## src/hw/rtl/wscs_pkg.sv

```systemverilog
// Shared types and constants for the wall segment collision scan block.
package wscs_pkg;

  localparam int COORD_BITS = 24;
  localparam int NUM_PROBES = 4;
  // probe coordinates: coordinate plus unsigned 16-bit offset minus 17-bit span
  localparam int PROBE_W    = ((COORD_BITS > 17) ? COORD_BITS : 17) + 2;
  localparam int DIFF_W     = PROBE_W + 1;
  localparam int PROD_W     = 2 * DIFF_W;

  localparam int CFG_IDX_W  = 2;
  localparam int CFG_DATA_W = 17;

  localparam logic [CFG_IDX_W-1:0] CFG_WALL_COUNT = 2'd0;
  localparam logic [CFG_IDX_W-1:0] CFG_PAD_OFFSET = 2'd1;
  localparam logic [CFG_IDX_W-1:0] CFG_PAD_SPAN   = 2'd2;

  localparam logic [6:0]  WALL_COUNT_RESET = 7'd0;
  localparam logic [15:0] PADDING          = 16'd256;
  localparam logic [16:0] PADDING2         = 17'd512;

  localparam logic MODE_LOAD  = 1'b0;
  localparam logic MODE_QUERY = 1'b1;

  typedef struct packed {
    logic                         mode;
    logic [5:0]                   wall_index;
    logic                         use_hint;
    logic signed [COORD_BITS-1:0] ax;
    logic signed [COORD_BITS-1:0] ay;
    logic signed [COORD_BITS-1:0] bx;
    logic signed [COORD_BITS-1:0] by;
  } item_beat_t;

  typedef struct packed {
    logic       hit;
    logic [5:0] hit_wall;
  } result_beat_t;

  typedef struct packed {
    logic accept;
    logic load;
    logic hint_rd;
    logic scan_rd;
    logic finish;
  } dp_cmd_t;

  typedef struct packed {
    logic scan_empty;
    logic scan_last;
    logic pipe_busy;
    logic out_free;
  } dp_sts_t;

endpackage

```

## src/hw/rtl/wscs_ctrl.sv

```systemverilog
// Sequencer for loads and query scans of the wall table.
module wscs_ctrl
  import wscs_pkg::*;
(
  input  logic    clk,
  input  logic    rst,
  input  logic    item_valid,
  input  logic    item_mode,
  input  logic    item_use_hint,
  input  dp_sts_t sts,
  output logic    item_ready,
  output dp_cmd_t cmd
);

  typedef enum logic [1:0] {ST_IDLE, ST_SCAN, ST_DRAIN, ST_FINISH} state_t;

  state_t state;
  state_t state_next;

  always_comb begin
    state_next  = state;
    cmd         = '0;
    item_ready  = 1'b0;
    unique case (state)
      ST_IDLE: begin
        item_ready = 1'b1;
        if (item_valid) begin
          cmd.accept = 1'b1;
          if (item_mode == MODE_LOAD) begin
            cmd.load   = 1'b1;
            state_next = ST_FINISH;
          end else begin
            cmd.hint_rd = item_use_hint;
            state_next  = sts.scan_empty ? ST_DRAIN : ST_SCAN;
          end
        end
      end
      ST_SCAN: begin
        cmd.scan_rd = 1'b1;
        if (sts.scan_last) begin
          state_next = ST_DRAIN;
        end
      end
      ST_DRAIN: begin
        if (!sts.pipe_busy) begin
          state_next = ST_FINISH;
        end
      end
      ST_FINISH: begin
        if (sts.out_free) begin
          cmd.finish = 1'b1;
          state_next = ST_IDLE;
        end
      end
    endcase
  end

  always_ff @(posedge clk) begin
    if (rst) begin
      state <= ST_IDLE;
    end else begin
      state <= state_next;
    end
  end

endmodule

```

## config.mk

```make
export PLATFORM = sky130hd
export DESIGN_NAME = wscs_ctrl
export DESIGN_NICKNAME = d
export VERILOG_FILES = /design/src/hw/rtl/wscs_pkg.sv /design/src/hw/rtl/wscs_ctrl.sv
export SDC_FILE = /design/constraint.sdc
export NUM_CORES = 1
export LEC_CHECK = 0
export BUFFER_PORTS_ARGS = -buffer_cell sky130_fd_sc_hd__buf_4
export CORE_AREA = 2 2 39 41
export CTS_BUF_LIST = sky130_fd_sc_hd__clkbuf_8 sky130_fd_sc_hd__clkbuf_16
export DETAILED_ROUTE_END_ITERATION = 16
export DIE_AREA = 0 0 41 43
export GPL_ROUTABILITY_DRIVEN = 0
export GPL_TIMING_DRIVEN = 0
export HOLD_SLACK_MARGIN = 0.1
export PLACE_DENSITY = 0.48
export SYNTH_ARGS = -nofsm -noshare
export SYNTH_HDL_FRONTEND = slang
export SYNTH_SLANG_ARGS = --single-unit
```

## constraint.sdc

```tcl
create_clock -name clk -period 1.2 [get_ports clk]
set_clock_uncertainty 0.1 [all_clocks]
set_input_delay 0.12 -clock clk [delete_from_list [all_inputs] [get_ports clk]]
set_output_delay 0.12 -clock clk [all_outputs]
set_load 0.05 [all_outputs]
```

==> metrics.md <==
| Metric | Value |
|---|---|
| Result of the run | `finished with violations` |
| Violated checks | `negative setup slack` |
| Pwr Total | `1.539 mW` |
| Core occupancy in the finished layout | `40.33%` |
| Clock tree from TritonCTS | `done` |
| Core Rows | `14` |
| Final instance count without filler cells | `66` |
| Quantity of I/O buffers inserted on ports | `14` |
| Hold violation count in the final report | `0` |
| Post-Place Cells | `57` |
| Maximum number of pins on one net before global-route repair | `5` |
| Sum of routed wire segments on met1 | `259 µm` |
| Total detailed-routing wirelength | `669 µm` |
| Ratio of total power to cell area | `2758 nW/µm²` |
| Top fanout value on the critical path | `3` |
| Crit path DAT | `1180 ps` |
| DRC viols | `0` |
| Shortest period the worst path allows | `1402 ps` |
| Dominant cell type by area after synthesis | `sky130_fd_sc_hd__ha_1` |
| Number of flip-flops in the largest register | `2` |
| VDD IR max | `1.134 mV` |
| Number of clock sinks | `2` |
| Max stage delay on crit path | `310 ps` |
| Type of destination of the critical path | `output pin` |
| Count of final max-slew check failures | `0` |
| Vias in the first global route | `272` |
| Cell types with the highest counts after synthesis | `sky130_fd_sc_hd__ha_1, sky130_fd_sc_hd__inv_1` |
| Longest Clk Path Bufs | `2` |
| Cts bufs inserted | `3` |
| Final net count | `66` |
| Final setup vio count | `8` |
| Wire length on met3 | `61 µm` |
| Max Cap Violations | `0` |
| Layout area overhead | `136.0%` |
| Aggregate global-route resource usage | `9.820%` |
| Tightest slew margin relative to the limit | `84.06%` |
| Largest cells by area after synthesis | `sky130_fd_sc_hd__ha_1, sky130_fd_sc_hd__dfxtp_1, sky130_fd_sc_hd__a311o_1, sky130_fd_sc_hd__mux2i_1, sky130_fd_sc_hd__inv_1` |
| Critical-path cell with the highest stage delay | `sky130_fd_sc_hd__dfxtp_2` |
| Antenna diode instance count | `0` |
| Root buffer cell | `sky130_fd_sc_hd__clkbuf_8` |
| Worst Tran Pin Value | `239.2 ps` |
| Horiz. Die Dim | `41 µm` |
| Share of layout cells above drive strength 1 | `74.00%` |
| Vertical extent of the die | `43 µm` |
| Area of the die | `1763 µm²` |
| Highest routed layer | `met4` |
| Number of optimization iterations in the first detailed-route pass | `4` |
| Count of flip-flops with a built-in enable after synthesis | `0` |
| P_leak | `0.2475 nW` |
| Num ports | `15` |
| Antenna violations before repair | `0` |
| Design area | `558.0 µm²` |
| Top cell type's share of synthesized area | `26.46%` |
| Distinct cell type count of the synthesized netlist | `13` |
| Register with the most flip-flops | `state` |
| Via count | `284` |
| Sum of net half-perimeters after detailed placement | `434.3 µm` |
| Clock transition time at the flip-flop clock pins of the worst setup and hold paths | `30 ps` |
| Endpoint required time on the critical path | `980 ps` |
| Share of the clock period used by the worst path | `116.8%` |
| Initial Util | `17.09%` |
| DP Area | `394.1 µm²` |
| Post-synthesis net count | `41` |
| Crit start category | `register` |
| Clock Latency Late Sink | `210 ps` |
| Mean post-synth cell area | `8.758 µm²` |
| Portion of the post-synthesis area used by sequential elements | `16.93%` |
| Antenna violation net count after detailed routing | `0` |
| Core footprint | `1384 µm²` |
| Met2 Routed Length | `332 µm` |
| Vias per Instance | `4.303` |
| Wire length of the first global-routing pass | `1069 µm` |
| Grt total ovfl | `0` |
| H-tree Lvls | `1` |
| Unrepaired setup endpoints after global routing | `true` |
| Warnings from Yosys | `0` |
| Synthesized netlist cell count | `27` |
| Class of the most critical hold timing path | `input port to register` |
| Share of flip-flops with an asynchronous set or reset after synthesis | `0%` |
| Synthesized cell area | `236.5 µm²` |
| Slack of the critical path | `-202.1 ps` |
| Most common cell in the synthesized netlist | `sky130_fd_sc_hd__ha_1` |
| Violation count after the first detailed-route iteration | `3` |
| Leading registers by flop count | `state (2)` |
| Fmax achieved | `0.7132 GHz` |
| Most used flip-flop cell after synthesis | `sky130_fd_sc_hd__dfxtp_1` |
| Number of buffers inserted by hold repair at cts | `0` |
| Average wire length per cell after detail routing | `10.14 µm` |
| Sequence of cells on the critical path | `inv_2, ha_4, and2_4, and3_4, buf_8` |
| Post-synthesis sequential element count | `2` |
| Critical path class | `register to output pin` |
[final timing paths]
kind                              start                    end  slack, ps  depth (start not counted)
setup reg to reg  state[0]$_SDFFE_PP0P_  state[1]$_SDFFE_PP0P_       -110                          5
hold reg to reg   state[0]$_SDFFE_PP0P_  state[0]$_SDFFE_PP0P_        530                          3
hold / removal                      rst  state[1]$_SDFFE_PP0P_        100                          3
setup / recovery  state[1]$_SDFFE_PP0P_                 cmd[2]       -200                          5
[final cells by class]
type / count / area [µm²]
clock buffers: 3 / 41.29
fillers: 145 / 825.8
inverters: 4 / 15.01
multi-input cells: 21 / 251.5
flip-flops and latches: 2 / 42.54
well taps: 16 / 20.02
repair buffers: 20 / 187.7
[layer usage]
metal	global-route usage [%]	vias to the layer above
li1	-	139
met1	9.585	131
met2	14.69	12
met3	4.712	2
met4	8.000	0
met5	0	-
[cell usage in the layout, fill, tap and decap left out]
master and count:
sky130_fd_sc_hd__mux2i_1 2, sky130_fd_sc_hd__nand2b_1 2, sky130_fd_sc_hd__buf_8 4, sky130_fd_sc_hd__and2_4 2, sky130_fd_sc_hd__buf_4 14, sky130_fd_sc_hd__dfxtp_2 2, sky130_fd_sc_hd__inv_2 2, sky130_fd_sc_hd__ha_2 1
sky130_fd_sc_hd__or2b_1 2, sky130_fd_sc_hd__nor2_1 2, sky130_fd_sc_hd__inv_1 2, sky130_fd_sc_hd__o2111ai_2 1, sky130_fd_sc_hd__a311o_1 2, sky130_fd_sc_hd__ha_4 4, sky130_fd_sc_hd__nand2_1 1, sky130_fd_sc_hd__and3_4 1
sky130_fd_sc_hd__nor2b_4 1, sky130_fd_sc_hd__buf_6 2, sky130_fd_sc_hd__clkbuf_8 3
[where the power goes]
part / switching [mW] / internal (mW)
sequential: 0.0219 / 0.108
clock: 0.0582 / 0.213
combinational: 0.587 / 0.551
[cells by family (layout without fill, tap and decap cells)]
family | count (synthesis) | in the layout | synth area share [%]
flip-flops | 2 | 2 | 16.93
AO/OA/AOI/OAI | 3 | 3 | 14.81
multiplexers | 2 | 2 | 8.466
adder cells (fa/ha/maj) | 5 | 5 | 26.46
buffers and inverters | 4 | 27 | 6.347
AND/OR/NAND/NOR | 11 | 11 | 26.98
[worst max-delay path: cells and delay by family (launching register included)]
family	cells	cell delay, ps
adder cells (fa/ha/maj)	1	130
flip-flops	1	310
buffers and inverters	2	210
AND/OR/NAND/NOR	2	320
[per-stage QoR]
step                setup TNS (ps)  setup WS, ps  hold slack, ps
floorplan                   -927.5        -284.3           189.0
global placement            -220.9        -71.11           314.6
detailed placement          -235.3        -72.78           327.5
CTS                          -1033        -203.8           100.3
global route                 -1297        -242.8           112.3
finish                      -958.0        -202.1           101.2
[repair_timing]
action / 4_1_cts / 5_1_grt
setup buffers: 6 / 0
resized for setup: 15 / 2
endpoints found under the setup margin: 8 / 8
pin swaps: 3 / 2
(Power assumes the default switching activity.)
